$ cat config.mk
export PLATFORM = sky130hd
export DESIGN_NAME = boundary_window_smoother_core
export DESIGN_NICKNAME = d
export VERILOG_FILES = /design/src/hw/rtl/bws_pkg.sv /design/src/hw/rtl/boundary_window_smoother_core.sv /design/src/hw/rtl/bws_div.sv
export SDC_FILE = /design/constraint.sdc
export NUM_CORES = 1
export LEC_CHECK = 0
export BUFFER_PORTS_ARGS = -buffer_cell sky130_fd_sc_hd__buf_2
export CELL_PAD_IN_SITES_DETAIL_PLACEMENT = 0
export CELL_PAD_IN_SITES_GLOBAL_PLACEMENT = 1
export CORE_MARGIN = 8
export CORE_UTILIZATION = 30
export CTS_CLUSTER_DIAMETER = 200
export DETAILED_ROUTE_END_ITERATION = 6
export PLACE_DENSITY = 0.53
export SLEW_MARGIN = 0
export SYNTH_ARGS = -nofsm -noshare
export SYNTH_HDL_FRONTEND = slang
export SYNTH_HIERARCHICAL = 1
export SYNTH_SLANG_ARGS = --single-unit
$ cat constraint.sdc
create_clock -name clock -period 11.2 [get_ports clock]
set_input_delay 1.12 -clock clock [delete_from_list [all_inputs] [get_ports clock]]
set_output_delay 1.12 -clock clock [all_outputs]
set_load 0.01 [all_outputs]
$ cat src/hw/rtl/bws_pkg.sv
// ============================================================================
// bws_pkg
// Shared types and constants for the boundary window smoother.
// ============================================================================
`default_nettype none

package bws_pkg;

   // Field widths
   localparam int BOUND_W     = 8;   // one boundary position, pixel index
   localparam int ENTRIES_W   = 5;   // reported pair count
   localparam int CSR_IDX_W   = 4;
   localparam int CSR_DATA_W  = 8;
   localparam int RETAIN_W    = 4;

   // Default window storage depth
   localparam int DEF_WINDOW_DEPTH = 16;

   // Register indexes
   localparam logic [CSR_IDX_W-1:0] REG_RETAIN_LIMIT = 4'd0;
   localparam logic [CSR_IDX_W-1:0] REG_TOLERANCE    = 4'd1;

   // Register reset values
   localparam logic [RETAIN_W-1:0] RETAIN_RESET    = 4'd7;
   localparam logic [BOUND_W-1:0]  TOLERANCE_RESET = 8'd3;

   // Request type codes
   localparam logic REQ_PUSH  = 1'b0;
   localparam logic REQ_CLEAR = 1'b1;

endpackage : bws_pkg

`default_nettype wire

$ cat src/hw/rtl/boundary_window_smoother_core.sv
// ============================================================================
// boundary_window_smoother_core
// Sliding window over track-boundary pairs with mean, median and steady flags.
// ============================================================================
// Usage:
//   Request channel (req_*): one transaction per frame, either a boundary pair
//   push or a window clear. Taken when req_valid is high and req_stall low.
//   req_stall stays high while a transaction is being worked on.
//   Result channel (rsp_*): one transaction per request, held in an output
//   register until rsp_stall is low. A new request is taken while a result
//   still waits; the next result waits in the sequencer until the register
//   frees up.
//   Config channel (csr_*): retain_limit and tolerance, write only, always
//   ready; write only while the block is idle.
//   Sequence: a clear goes straight to the result stage. A push writes the
//   new pair, then the window memory is walked once for the sums and once per
//   result bit for the medians (one read port, one entry per cycle), then an
//   8-step shared divider forms both means.
//   One request is in work at a time.
//   Reset: window empty, retain_limit 7, tolerance 3. The pair memory is not
//   cleared; only held entries are ever read.
// ============================================================================
`default_nettype none

module boundary_window_smoother_core
   import bws_pkg::*;
#(
   parameter int WINDOW_DEPTH = DEF_WINDOW_DEPTH
) (
   input  wire                    clock,
   input  wire                    reset,
   // request channel
   input  wire                    req_valid,
   output logic                   req_stall,
   input  wire                    req_type,
   input  wire [BOUND_W-1:0]      req_left_bound,
   input  wire [BOUND_W-1:0]      req_right_bound,
   // result channel
   output logic                   rsp_valid,
   input  wire                    rsp_stall,
   output logic [ENTRIES_W-1:0]   rsp_entries,
   output logic [BOUND_W-1:0]     rsp_mean_left,
   output logic [BOUND_W-1:0]     rsp_mean_right,
   output logic [BOUND_W-1:0]     rsp_median_left,
   output logic [BOUND_W-1:0]     rsp_median_right,
   output logic                   rsp_steady_left,
   output logic                   rsp_steady_right,
   // config channel
   input  wire                    csr_valid,
   output logic                   csr_ready,
   input  wire [CSR_IDX_W-1:0]    csr_index,
   input  wire [CSR_DATA_W-1:0]   csr_wdata
);

   localparam int AW    = $clog2(WINDOW_DEPTH);
   localparam int CW    = $clog2(WINDOW_DEPTH + 1);
   localparam int SW    = CW + BOUND_W;
   localparam int CMPW  = CW + RETAIN_W;
   localparam int PAIRW = 2 * BOUND_W;
   localparam int NPASS = BOUND_W + 1;   // one sum pass, one pass per median bit

   typedef enum logic [4:0] {
      ST_IDLE  = 5'b00001,
      ST_WRITE = 5'b00010,
      ST_PASS  = 5'b00100,
      ST_DIV   = 5'b01000,
      ST_DONE  = 5'b10000
   } state_type;

   // Control state
   state_type          state_ff, state_in;
   logic [CW-1:0]      held_ff, held_in;
   logic [AW-1:0]      oldest_ff, oldest_in;
   logic [3:0]         pass_ff, pass_in;
   logic [CW-1:0]      rd_idx_ff, rd_idx_in;
   logic               issue_ff, issue_in;
   logic               clr_ff, clr_in;
   logic               rsp_valid_ff, rsp_valid_in;
   logic [RETAIN_W-1:0] retain_ff;
   logic [BOUND_W-1:0]  tol_ff;

   // Datapath registers
   logic [BOUND_W-1:0] new_l_ff, new_l_in;
   logic [BOUND_W-1:0] new_r_ff, new_r_in;
   logic [SW-1:0]      sum_l_ff, sum_l_in;
   logic [SW-1:0]      sum_r_ff, sum_r_in;
   logic [1:0][1:0][BOUND_W-1:0] srch_ff, srch_in;   // [side][rank]
   logic [1:0][1:0][CW-1:0]      cnt_ff, cnt_in;
   logic [PAIRW-1:0]   mem_q_ff;

   // Result register
   logic [ENTRIES_W-1:0] out_entries_ff, out_entries_in;
   logic [BOUND_W-1:0]   out_mean_l_ff, out_mean_l_in;
   logic [BOUND_W-1:0]   out_mean_r_ff, out_mean_r_in;
   logic [BOUND_W-1:0]   out_med_l_ff, out_med_l_in;
   logic [BOUND_W-1:0]   out_med_r_ff, out_med_r_in;
   logic                 out_std_l_ff, out_std_l_in;
   logic                 out_std_r_ff, out_std_r_in;

   // Pair memory
   logic [PAIRW-1:0]   pair_mem [WINDOW_DEPTH];
   logic [AW-1:0]      mem_addr;
   logic               mem_we;

   // Misc combinational
   logic               req_take;
   logic               drop_oldest;
   logic [CW-1:0]      addr_off;
   logic [AW+1:0]      addr_sum;
   logic               pass_done;
   logic [BOUND_W-1:0] bit_mask;
   logic [1:0][BOUND_W-1:0] rd_val;
   logic [1:0][CW-1:0]      rank_k;
   logic [BOUND_W:0]   med_sum_l, med_sum_r;
   logic [BOUND_W-1:0] dist_l, dist_r;
   logic               div_start, div_done;
   logic [BOUND_W-1:0] quot_l, quot_r;
   logic               out_free;

   assign csr_ready = 1'b1;
   assign req_stall = (state_ff != ST_IDLE);
   assign req_take  = req_valid && !req_stall;
   assign out_free  = !rsp_valid_ff || !rsp_stall;

   // Config registers
   always_ff @(posedge clock) begin
      if (reset) begin
         retain_ff <= RETAIN_RESET;
         tol_ff    <= TOLERANCE_RESET;
      end else if (csr_valid && csr_ready) begin
         case (csr_index)
            REG_RETAIN_LIMIT: retain_ff <= csr_wdata[RETAIN_W-1:0];
            REG_TOLERANCE:    tol_ff    <= csr_wdata[BOUND_W-1:0];
            default: ;
         endcase
      end
   end

   // Drop the oldest pair when over the limit or when storage is full
   assign drop_oldest = (CMPW'(held_ff) > CMPW'(retain_ff)) ||
                        (held_ff >= CW'(WINDOW_DEPTH));

   // Shared circular address unit: write slot or walk offset
   assign addr_off = (state_ff == ST_WRITE) ? held_ff : rd_idx_ff;
   always_comb begin
      addr_sum = (AW+2)'(oldest_ff) + (AW+2)'(addr_off);
      if (addr_sum >= (AW+2)'(WINDOW_DEPTH)) begin
         addr_sum = addr_sum - (AW+2)'(WINDOW_DEPTH);
      end
      mem_addr = addr_sum[AW-1:0];
   end

   assign mem_we = (state_ff == ST_WRITE);

   always_ff @(posedge clock) begin
      if (mem_we) begin
         pair_mem[mem_addr] <= {new_r_ff, new_l_ff};
      end
      mem_q_ff <= pair_mem[mem_addr];
   end

   // Walk bookkeeping
   assign pass_done = (rd_idx_ff == held_ff) && !issue_ff;
   assign bit_mask  = BOUND_W'({1'b1, {(BOUND_W-1){1'b0}}} >> (pass_ff - 4'd1));
   assign rd_val[0] = mem_q_ff[BOUND_W-1:0];
   assign rd_val[1] = mem_q_ff[PAIRW-1:BOUND_W];
   assign rank_k[0] = (held_ff - 1'b1) >> 1;
   assign rank_k[1] = held_ff >> 1;
   assign div_start = (state_ff == ST_PASS) && pass_done && (pass_ff == 4'(NPASS - 1));

   // Result forming
   assign med_sum_l = (BOUND_W+1)'(srch_ff[0][0]) + (BOUND_W+1)'(srch_ff[0][1]);
   assign med_sum_r = (BOUND_W+1)'(srch_ff[1][0]) + (BOUND_W+1)'(srch_ff[1][1]);
   assign dist_l = (new_l_ff >= quot_l) ? (new_l_ff - quot_l) : (quot_l - new_l_ff);
   assign dist_r = (new_r_ff >= quot_r) ? (new_r_ff - quot_r) : (quot_r - new_r_ff);

   bws_div #(
      .CNT_W (CW)
   ) u_div (
      .clock      (clock),
      .reset      (reset),
      .start      (div_start),
      .sum_left   (sum_l_ff),
      .sum_right  (sum_r_ff),
      .count      (held_ff),
      .done       (div_done),
      .quot_left  (quot_l),
      .quot_right (quot_r)
   );

   // Sequencer
   always_comb begin
      state_in       = state_ff;
      held_in        = held_ff;
      oldest_in      = oldest_ff;
      pass_in        = pass_ff;
      rd_idx_in      = rd_idx_ff;
      issue_in       = 1'b0;
      clr_in         = clr_ff;
      new_l_in       = new_l_ff;
      new_r_in       = new_r_ff;
      sum_l_in       = sum_l_ff;
      sum_r_in       = sum_r_ff;
      srch_in        = srch_ff;
      cnt_in         = cnt_ff;
      rsp_valid_in   = rsp_valid_ff && rsp_stall;
      out_entries_in = out_entries_ff;
      out_mean_l_in  = out_mean_l_ff;
      out_mean_r_in  = out_mean_r_ff;
      out_med_l_in   = out_med_l_ff;
      out_med_r_in   = out_med_r_ff;
      out_std_l_in   = out_std_l_ff;
      out_std_r_in   = out_std_r_ff;

      case (state_ff)
         ST_IDLE: begin
            if (req_take) begin
               new_l_in = req_left_bound;
               new_r_in = req_right_bound;
               if (req_type == REQ_CLEAR) begin
                  clr_in    = 1'b1;
                  held_in   = '0;
                  oldest_in = '0;
                  state_in  = ST_DONE;
               end else begin
                  clr_in = 1'b0;
                  if (drop_oldest) begin
                     oldest_in = (oldest_ff == AW'(WINDOW_DEPTH - 1)) ? '0
                                                                      : oldest_ff + 1'b1;
                     held_in   = held_ff - 1'b1;
                  end
                  state_in = ST_WRITE;
               end
            end
         end

         ST_WRITE: begin
            held_in   = held_ff + 1'b1;
            pass_in   = '0;
            rd_idx_in = '0;
            sum_l_in  = '0;
            sum_r_in  = '0;
            srch_in   = '0;
            cnt_in    = '0;
            state_in  = ST_PASS;
         end

         ST_PASS: begin
            // issue one read per cycle
            if (rd_idx_ff != held_ff) begin
               rd_idx_in = rd_idx_ff + 1'b1;
               issue_in  = 1'b1;
            end
            // consume the read issued last cycle
            if (issue_ff) begin
               if (pass_ff == '0) begin
                  sum_l_in = sum_l_ff + SW'(rd_val[0]);
                  sum_r_in = sum_r_ff + SW'(rd_val[1]);
               end else begin
                  for (int s = 0; s < 2; s++) begin
                     for (int r = 0; r < 2; r++) begin
                        if (rd_val[s] < (srch_ff[s][r] | bit_mask)) begin
                           cnt_in[s][r] = cnt_ff[s][r] + 1'b1;
                        end
                     end
                  end
               end
            end
            // end of a pass: settle one median bit per search
            if (pass_done) begin
               if (pass_ff != '0) begin
                  for (int s = 0; s < 2; s++) begin
                     for (int r = 0; r < 2; r++) begin
                        if (cnt_ff[s][r] <= rank_k[r]) begin
                           srch_in[s][r] = srch_ff[s][r] | bit_mask;
                        end
                     end
                  end
               end
               cnt_in    = '0;
               rd_idx_in = '0;
               pass_in   = pass_ff + 1'b1;
               if (pass_ff == 4'(NPASS - 1)) begin
                  state_in = ST_DIV;
               end
            end
         end

         ST_DIV: begin
            if (div_done) begin
               state_in = ST_DONE;
            end
         end

         ST_DONE: begin
            if (out_free) begin
               rsp_valid_in = 1'b1;
               if (clr_ff) begin
                  out_entries_in = '0;
                  out_mean_l_in  = '0;
                  out_mean_r_in  = '0;
                  out_med_l_in   = '0;
                  out_med_r_in   = '0;
                  out_std_l_in   = 1'b0;
                  out_std_r_in   = 1'b0;
               end else begin
                  out_entries_in = ENTRIES_W'(held_ff);
                  out_mean_l_in  = quot_l;
                  out_mean_r_in  = quot_r;
                  out_med_l_in   = med_sum_l[BOUND_W:1];
                  out_med_r_in   = med_sum_r[BOUND_W:1];
                  out_std_l_in   = (dist_l <= tol_ff);
                  out_std_r_in   = (dist_r <= tol_ff);
               end
               state_in = ST_IDLE;
            end
         end

         default: begin
            state_in = ST_IDLE;
         end
      endcase
   end

   always_ff @(posedge clock) begin
      if (reset) begin
         state_ff     <= ST_IDLE;
         held_ff      <= '0;
         oldest_ff    <= '0;
         pass_ff      <= '0;
         rd_idx_ff    <= '0;
         issue_ff     <= 1'b0;
         clr_ff       <= 1'b0;
         rsp_valid_ff <= 1'b0;
      end else begin
         state_ff     <= state_in;
         held_ff      <= held_in;
         oldest_ff    <= oldest_in;
         pass_ff      <= pass_in;
         rd_idx_ff    <= rd_idx_in;
         issue_ff     <= issue_in;
         clr_ff       <= clr_in;
         rsp_valid_ff <= rsp_valid_in;
      end
   end

   always_ff @(posedge clock) begin
      new_l_ff       <= new_l_in;
      new_r_ff       <= new_r_in;
      sum_l_ff       <= sum_l_in;
      sum_r_ff       <= sum_r_in;
      srch_ff        <= srch_in;
      cnt_ff         <= cnt_in;
      out_entries_ff <= out_entries_in;
      out_mean_l_ff  <= out_mean_l_in;
      out_mean_r_ff  <= out_mean_r_in;
      out_med_l_ff   <= out_med_l_in;
      out_med_r_ff   <= out_med_r_in;
      out_std_l_ff   <= out_std_l_in;
      out_std_r_ff   <= out_std_r_in;
   end

   assign rsp_valid        = rsp_valid_ff;
   assign rsp_entries      = out_entries_ff;
   assign rsp_mean_left    = out_mean_l_ff;
   assign rsp_mean_right   = out_mean_r_ff;
   assign rsp_median_left  = out_med_l_ff;
   assign rsp_median_right = out_med_r_ff;
   assign rsp_steady_left  = out_std_l_ff;
   assign rsp_steady_right = out_std_r_ff;

endmodule : boundary_window_smoother_core

`default_nettype wire

$ cat src/hw/rtl/bws_div.sv
// ============================================================================
// bws_div
// Two-lane restoring divider: left and right sums over one shared count,
// one quotient bit per cycle. The quotient is known to fit in BOUND_W bits.
// ============================================================================
`default_nettype none

module bws_div
   import bws_pkg::*;
#(
   parameter int CNT_W = 5
) (
   input  wire                      clock,
   input  wire                      reset,
   input  wire                      start,
   input  wire [CNT_W+BOUND_W-1:0]  sum_left,
   input  wire [CNT_W+BOUND_W-1:0]  sum_right,
   input  wire [CNT_W-1:0]          count,
   output logic                     done,
   output logic [BOUND_W-1:0]       quot_left,
   output logic [BOUND_W-1:0]       quot_right
);

   localparam int SUM_W  = CNT_W + BOUND_W;
   localparam int STEP_W = $clog2(BOUND_W);

   logic                busy_ff, busy_in;
   logic                done_ff, done_in;
   logic [STEP_W-1:0]   step_ff, step_in;
   logic [SUM_W-1:0]    rem_l_ff, rem_l_in;
   logic [SUM_W-1:0]    rem_r_ff, rem_r_in;
   logic [SUM_W-1:0]    dvs_ff, dvs_in;
   logic [BOUND_W-1:0]  q_l_ff, q_l_in;
   logic [BOUND_W-1:0]  q_r_ff, q_r_in;

   // One compare/subtract step per lane
   always_comb begin
      busy_in  = busy_ff;
      done_in  = 1'b0;
      step_in  = step_ff;
      rem_l_in = rem_l_ff;
      rem_r_in = rem_r_ff;
      dvs_in   = dvs_ff;
      q_l_in   = q_l_ff;
      q_r_in   = q_r_ff;
      if (start) begin
         busy_in  = 1'b1;
         step_in  = '0;
         rem_l_in = sum_left;
         rem_r_in = sum_right;
         dvs_in   = SUM_W'(count) << (BOUND_W - 1);
      end else if (busy_ff) begin
         if (rem_l_ff >= dvs_ff) begin
            rem_l_in = rem_l_ff - dvs_ff;
         end
         if (rem_r_ff >= dvs_ff) begin
            rem_r_in = rem_r_ff - dvs_ff;
         end
         q_l_in  = {q_l_ff[BOUND_W-2:0], (rem_l_ff >= dvs_ff)};
         q_r_in  = {q_r_ff[BOUND_W-2:0], (rem_r_ff >= dvs_ff)};
         dvs_in  = dvs_ff >> 1;
         step_in = step_ff + 1'b1;
         if (step_ff == STEP_W'(BOUND_W - 1)) begin
            busy_in = 1'b0;
            done_in = 1'b1;
         end
      end
   end

   always_ff @(posedge clock) begin
      if (reset) begin
         busy_ff <= 1'b0;
         done_ff <= 1'b0;
         step_ff <= '0;
      end else begin
         busy_ff <= busy_in;
         done_ff <= done_in;
         step_ff <= step_in;
      end
   end

   always_ff @(posedge clock) begin
      rem_l_ff <= rem_l_in;
      rem_r_ff <= rem_r_in;
      dvs_ff   <= dvs_in;
      q_l_ff   <= q_l_in;
      q_r_ff   <= q_r_in;
   end

   assign done       = done_ff;
   assign quot_left  = q_l_ff;
   assign quot_right = q_r_ff;

endmodule : bws_div

`default_nettype wire
# Yosys cells after proc, flatten, opt, wreduce, memory -nomap -nowiden
# Memory sizes are Yosys's and may differ from the RTL's. A register that Yosys moved wholly into a read port is not among the register bits.
# Cells that the tools add are included.
# W data, S select, Z words.
# word_totals
register_bits	230
latchBits	0
ramBits	256
rom_bits	0
wordCells	225
n_memories	1
# mem_list
name	words	width	rd	rd_ports_with_merged_regs	write_ports	line	text
pair_mem	16	16	1	1	1	boundary_window_smoother_core.sv:101	logic [PAIRW-1:0] pair_mem [WINDOW_DEPTH];
# op_classes
n_addsub	23
mul	0
div_mod_pow	0
magnitude_cmp	17
n_eq_ne	32
shifts	1
n_mux	62
bitwise_logic	7
n_reduce_logical	44
# op_table
cell	n
$mux W13	10
$mux W5	16
$mux W32	2
$pmux W32 S2	1
$mux W20	3
$pmux W13 S2	2
$mux W8	6
$pmux W20 S2	1
$lt A8 B8 Y1	4
$or A8 B8 Y8	4
$reduce_and A4 Y1	8
$sub A8 B8 Y8	4
$add A5 B1 Y5 const B	6
$add A13 B8 Y13	2
$ge A13 B12 Y1	2
$sub A13 B12 Y13	2
$pmux W5 S5	1
$mux W12	2
$le A5 B4 Y1	4
$mux W4	5
$pmux W5 S2	2
$add A8 B8 Y9	2
$reduce_and A2 Y1	9
$ge A8 B8 Y1	2
38 further kinds	86

# Longest topological paths before layout
# Gate-level depths: netlist of the first run.
# depth
ltp_word	9
mapped_depth	17
depth_no_buf	17

# Modules after synthesis
# Netlist of the first run, hierarchy kept.
# modules_own_cells
module	instances	cells_per_inst	area_each_um2
boundary_window_smoother_core	1	1644	21401.8
bws_div	1	336	3435.8

# Worst setup path before layout of the first run
# Ideal clock, no wire load.
# synth_path
path_kind	reg2reg
start	reg state_ff[2]
end	mem pair_mem[12][0] in the netlist's numbering, enable pin
setup_ps	430
arrival_time_ps	4337
required_ps	10770
setup_slack_ps	6433
path_stages_with_launch	14
path_buffers	5
synth_period_minus_slack_ps	4767
cell_sequence	dfxtp_1 -> clkbuf_1 -> nand3b_1 -> clkbuf_1 -> nand2_1 -> o21ai_0 -> ha_1 -> inv_1 -> fa_1 -> clkbuf_1 -> buf_1 -> buf_1 -> nand2_1 -> nor4_1
# synth_via
elab_chain_cells	5
word_cells_on_any_way	8
classes_between	add/sub (2); order compare (1); eq/ne (1); mux (4)
# synth_lines
element	line	text
start: declaration	boundary_window_smoother_core.sv:71	state_type state_ff, state_in;
start signal: assignment	boundary_window_smoother_core.sv:336	state_ff <= state_in;
$eq A5 B2 Y1 (*)	boundary_window_smoother_core.sv:144, boundary_window_smoother_core.sv:153	
$mux W5	boundary_window_smoother_core.sv:144	assign addr_off = (state_ff == ST_WRITE) ? held_ff : rd_idx_ff;
$add A4 B5 Y6	boundary_window_smoother_core.sv:146	addr_sum = (AW+2)'(oldest_ff) + (AW+2)'(addr_off);
$ge A6 B5 Y1 or $sub A4 B1 Y4 (tied branches)	boundary_window_smoother_core.sv:147, boundary_window_smoother_core.sv:148	
$mux W4	boundary_window_smoother_core.sv:147	if (addr_sum >= (AW+2)'(WINDOW_DEPTH)) begin
end: declaration	boundary_window_smoother_core.sv:101	
# Mark *: on every way between the ends. The rest lies on a longest branch, timed or not.

# Worst setup path in the final report of the first run
# layout_path
start	reg state_ff[4]
end	mem pair_mem[8][12] in the netlist's numbering, enable pin
# Same word-level chain as after synthesis.

==> results of run 1 <==
## routing by layer
layer / GRT usage / vias up
met4: 0.0539 / 0
met1: 0.192 / 7932
met5: 0 / -
li1: - / 7589
met2: 0.239 / 371
met3: 0.0239 / 117
## stage by stage
stage | area, um^2 | hold slack [ps] | setup WS [ps] | cells
after floorplan | 24800 | 444 | 6430 | 1980
after global placement | 26700 | 472 | 6480 | 3107
after detailed placement | 26700 | 483 | 6440 | 3107
after CTS | 28600 | 496 | 6460 | 3211
after global routing | 28600 | 515 | 6120 | 3211
final | 28600 | 491 | 6550 | 3211
## worst max-delay path: cells and delay by family (launching register included)
kind,cells,cell delay [ps]
AOI/OAI and AO/OA,1,480
adders and majority gates,2,1030
buffers and inverters,3,1080
DFF,1,350
and+or+nand+nor,4,1390
## final timing paths
check,end,cells after the start,slack (ps),start
worst min register to register,u_div/quot_left[6],0,490,u_div/quot_left[5]
worst min-delay path,u_div/quot_left[6],0,490,u_div/quot_left[5]
worst max-delay path,pair_mem[8][12],10,6550,state_ff[4]
worst max register to register,pair_mem[8][12],10,6550,state_ff[4]
## sequential cells by signal (all words and copies together) (netlist names), 13 cells and up
| signal | cells |
|---|---|
| pair_mem | 256 |
| u_div/rem_r_ff | 13 |
| cnt_ff | 20 |
| mem_q_ff | 16 |
| srch_ff | 32 |
| u_div/rem_l_ff | 13 |
| sum_l_ff | 13 |
| sum_r_ff | 13 |
## synthesized netlist by cell type, types with 32 or more instances
cell	number	area share
edfxtp_1	436	0.53
nor2_1	219	0.033
ha_1	167	0.084
nand2_1	162	0.024
a21oi_1	115	0.023
inv_1	112	0.017
o21ai_0	69	0.014
dfxtp_1	66	0.053
mux4_2	64	0.058
clkbuf_1	43	0.0065
xnor2_1	40	0.014
xor2_1	36	0.013
a21o_1	33	0.010
nor3_1	32	0.0064
## power groups by stage
| stage | logic, W | registers, W | clock network, W |
|---|---|---|---|
| 6_report | 0.000360 | 0.00210 | 0.00186 |
| 5_1_grt | 0.000405 | 0.00210 | 0.00198 |
| 4_1_cts | 0.000364 | 0.00210 | 0.00192 |
| 3_5_place_dp | 0.000363 | 0.00214 | 0 |
| 3_3_place_gp | 0.000358 | 0.00214 | 0 |
| 2_1_floorplan | 0.000240 | 0.00213 | 0 |
## kinds of logic after synthesis
family | synth area share
AND/OR/NAND/NOR | 0.107
flip-flops | 0.580
AO/OA/AOI/OAI | 0.0923
buffers and inverters | 0.0287
adder cells (fa/ha/maj) | 0.0930
multiplexers | 0.0715
XOR/XNOR | 0.0275
other | 0.000151
## layout make-up
| type | count | area share |
|---|---|---|
| well taps | 1070 | 0.0468 |
| inverters | 113 | 0.0148 |
| flip-flops and latches | 502 | 0.504 |
| clock inverters | 29 | 0.0115 |
| multi-input cells | 1296 | 0.343 |
| repair buffers | 126 | 0.0266 |
| clock buffers | 75 | 0.0533 |
==> flow_summary.yaml, run 1 <==
run_status:
  status: "finished clean"
yosys:
  synth-seq-cells: 502
  ys_seq_area_frac: 0.580
  ys.flop_type: "edfxtp_1"
  syn_area_um2: 24800
  synth_edf_count: 436
  synth_cells: 1980
  avgSynthCellArea_um2: 12.5
  synthArstFlopShare: 0
  synth_cell_types: 73
  yosys_warnings: 6
  synth_nets: 2192
routing:
  wire_per_inst_um: 21.3
  drt_wl_total_um: 68300
  met3_length_um: 2930
  detail-route-antenna-nets: 0
  top_layer_used: "met4"
  dr_wl_met2_um: 31600
  drtIter0Drc: 1120
  vias: 16000
  first_pass_iters: 6
  viasPerCell: 4.99
  drc_errors: 0
  wl_met1_um: 31400
die:
  rows: 105
  core_area_um2: 82000
  initial_core_util: 0.303
  die_height_um: 304
  die_area_um2: 92300
  ios: 76
  die_w_um: 304
clocking:
  numCtsBuffers: 56
  post-cts-setup-buffers: 0
  clock_sinks: 502
  ctsResizeCount: 0
  cts_buffer_depth: 3
  cts_tree: "done"
  cts_max_level: 2
  holdBufCountCts: 0
  cts_root_buf: "clkbuf_16"
  clkTransAtPathRegs_ps: 60
  clock_latency_ps: 630
power_and_ir_drop:
  comb_power_share: 0.083
  vdd_drop_max_v: 0.000111
  seq_power_share: 0.486
  switching_power_w: 0.00103
  internal-power_w: 0.00328
  p_clk_frac: 0.430
  p_per_area_nw_per_um2: 151
  design_power_total_w: 0.00432
  switching_share: 0.240
  p_leak_nw: 10.6
global_routing:
  grt_usage: 0.145
  grt.overflow.total: 0
  grt_max_degree: 61
  grt_pass1_vias: 16700
  grt_pass1_wl_um: 104000
  antenna_found_initial: 1
cells_and_area:
  syn_to_final_growth_pct: 15.1
  multi_input_area_um2: 9810
  register_area_um2: 14400
  drive_gt1_frac: 0.143
  layout_commonest_cell: "edfxtp_1"
  fillers: 8046
  antenna_cells: 0
  layout_common_cells: "edfxtp_1, nor2_1, ha_1"
  layout.nets: 2307
  fin_util: 0.349
job:
  drv_cap: 0
timing:
  max_clock_freq_ghz: 0.215
  setup_tns_ps: 0
  slew_viol_final: 0
  finalCritPeriodShare: 0.415
  hold_violations: 0
  worst_slew_pin_slew_ps: 1110
  finalSetupViolCount: 0
  fin_skew_ps: 35.8
  fin_crit_ps: 4650
  maxSlewHeadroom: 0.261
  rsz0062_at_grt: "false"
setup_path:
  path_common_cell: "buf_4"
  crit_chain: "nor3_1 > nand3b_1 > o21ai_0 > ha_4 > inv_1 > fa_2 > buf_4 > nand3_1 > nor2_1 > buf_4"
  cp_slowest_cell: "fa_2"
  worst-setup-path-type: "reg2reg"
  start_kind: "flip-flop"
  critPathMaxStageDelay_ps: 840
  critPathArrivalTime_ps: 4970
  crit_required_ps: 11520
  end_kind: "flip-flop"
  crit_fanout: 52
placed_design:
  gp_congestion: 0.803
  place_hpwl_um: 48900
  portBuffers: 74
worst_hold_path:
  hold_class: "reg2reg"
No activity file was read; power rests on OpenSTA's default activity.
==> inputs of run 2 (changes only) <==
==> constraint.sdc (replaced) <==
create_clock -name clock -period 4.8 [get_ports clock]
set_input_delay 0.48 -clock clock [delete_from_list [all_inputs] [get_ports clock]]
set_output_delay 0.48 -clock clock [all_outputs]
set_load 0.01 [all_outputs]
==> flow_summary.yaml, run 2 (synthesis results as in run 1) <==
timing:
  worst_slew_pin_slew_ps: 1090
  fin_crit_ps: 4090
  maxSlewHeadroom: 0.275
  hold_violations: 0
  setup_tns_ps: 0
  finalCritPeriodShare: 0.853
  max_clock_freq_ghz: 0.244
  fin_skew_ps: 61.6
  slew_viol_final: 0
  timing.final.ws_setup_ps: 705
  rsz0062_at_grt: "false"
  finalSetupViolCount: 0
setup_path:
  cp_slowest_cell: "edfxtp_1"
  crit_required_ps: 5260
  setup.worst_path.start: "new_r_ff[4]"
  critPathArrivalTime_ps: 4560
  crit_chain: "inv_1 > ha_1 > nand2_1 > o21ai_0 > a21oi_1 > a21oi_2 > mux2i_1 > o221ai_1 > xor2_1 > ha_1 > nand3_1 > or3_1 > a21oi_1"
  r2r_cells: 13
  r2r-end: "rsp_steady_right"
  r2r_setup_slack_ps: 710
  end_kind: "flip-flop"
  worst-setup-path-type: "reg2reg"
  start_kind: "flip-flop"
  endpoint: "rsp_steady_right"
  critPathMaxStageDelay_ps: 850
  r2r-start: "new_r_ff[4]"
  crit_fanout: 18
routing:
  drtIter0Drc: 1011
  viasPerCell: 4.98
  vias: 16100
  drt_wl_total_um: 69700
  drc_errors: 0
  wire_per_inst_um: 21.6
  detail-route-antenna-nets: 0
  first_pass_iters: 5
clocking:
  cts_tree: "done"
  cts_root_buf: "clkbuf_16"
  numCtsBuffers: 56
  clock_sinks: 502
  clock_latency_ps: 640
  clkTransAtPathRegs_ps: 60
  cts_max_level: 2
  cts_buffer_depth: 3
  post-cts-setup-buffers: 0
global_routing:
  grt_pass1_wl_um: 105000
  grt.overflow.total: 0
  grt_pass1_vias: 16400
  grt_usage: 0.147
  grt_max_degree: 69
  antenna_found_initial: 0
power_and_ir_drop:
  vdd_drop_max_v: 0.000243
  p_per_area_nw_per_um2: 349
  p_leak_nw: 10.6
cells_and_area:
  syn_to_final_growth_pct: 15.8
  fin_cells: 3226
  largest_register_ffs: 256
  antenna_cells: 0
  fin_util: 0.351
  multi_input_area_um2: 9820
  layout.nets: 2323
  drive_gt1_frac: 0.145
  largest_registers: "pair_mem: 256 flops, srch_ff: 32 flops, cnt_ff: 20 flops"
  layout_commonest_cell: "edfxtp_1"
  register_area_um2: 14400
  regMostFlops: "pair_mem"
  layout_common_cells: "edfxtp_1, nor2_1, ha_1"
  fillers: 8045
die:
  die_w_um: 304
  die_height_um: 304
  rows: 105
  core_area_um2: 82000
  initial_core_util: 0.303
  die_area_um2: 92300
  ios: 76
run_status:
  status: "finished clean"
placed_design:
  pre_cts_slack_ps: 736
  placedCellCount: 3115
  portBuffers: 74
  gp_congestion: 0.797
  place_hpwl_um: 49700
worst_hold_path:
  hp-start: "req_right_bound[0]"
  hold_class: "in2reg"
job:
  drv_cap: 0
-- run 2: metrics by stage --
step / cell area [um^2] / total power [W] / hold slack, ps
after floorplan: 24800 / 0.00553 / 444
after global placement: 26900 / 0.00583 / 473
after detailed placement: 26900 / 0.00584 / 473
after CTS: 28800 / 0.0102 / 4.43
after global routing: 28800 / 0.0104 / 0.800
final: 28800 / 0.0100 / 46.5
-- run 2: how the worst min path moves through the flow --
stage | to | cells after the start
after floorplan | tol_ff[1] | 2
after global placement | u_div/quot_right[4] | 0
after detailed placement | u_div/quot_right[4] | 0
after CTS | new_r_ff[0] | 1
after global routing | new_r_ff[0] | 1
final | new_r_ff[0] | 1
-- run 2: area by class of cell --
class                      instances  area share
sequential                       502       0.501
multi-input combinational       1296       0.342
clock buffer                      77      0.0536
tap                             1070      0.0466
timing repair buffer             142      0.0326
inverter                         113      0.0147
clock inverter                    26     0.00966
-- run 2: critical path, delay by kind of cell, from the launching register on --
kind	cells	cell delay (ps)
and+or+nand+nor	3	580
muxes	1	340
xor gates and xnor gates	1	170
DFF	1	850
adders and majority gates	2	670
buffers and inverters	1	100
AOI/OAI and AO/OA	5	1190
-- run 2: repair_timing --
action                                 CTS  global route
gates resized for setup                  0             0
hold buffers                             8             0
endpoints found under the hold margin    8             0
-- run 2: routing by layer --
| layer | track usage | up-vias | part of all wire |
|---|---|---|---|
| li1 | - | 7624 | - |
| met1 | 0.195 | 8057 | 0.46 |
| met2 | 0.245 | 288 | 0.47 |
| met3 | 0.0241 | 100 | 0.038 |
| met4 | 0.0501 | 0 | 0.034 |
| met5 | 0 | - | 0 |
-- run 2: power by group --
part	switching, W	internal, W
combinational	0.000472	0.000336
clock	0.00183	0.00246
sequential	0.000111	0.00482
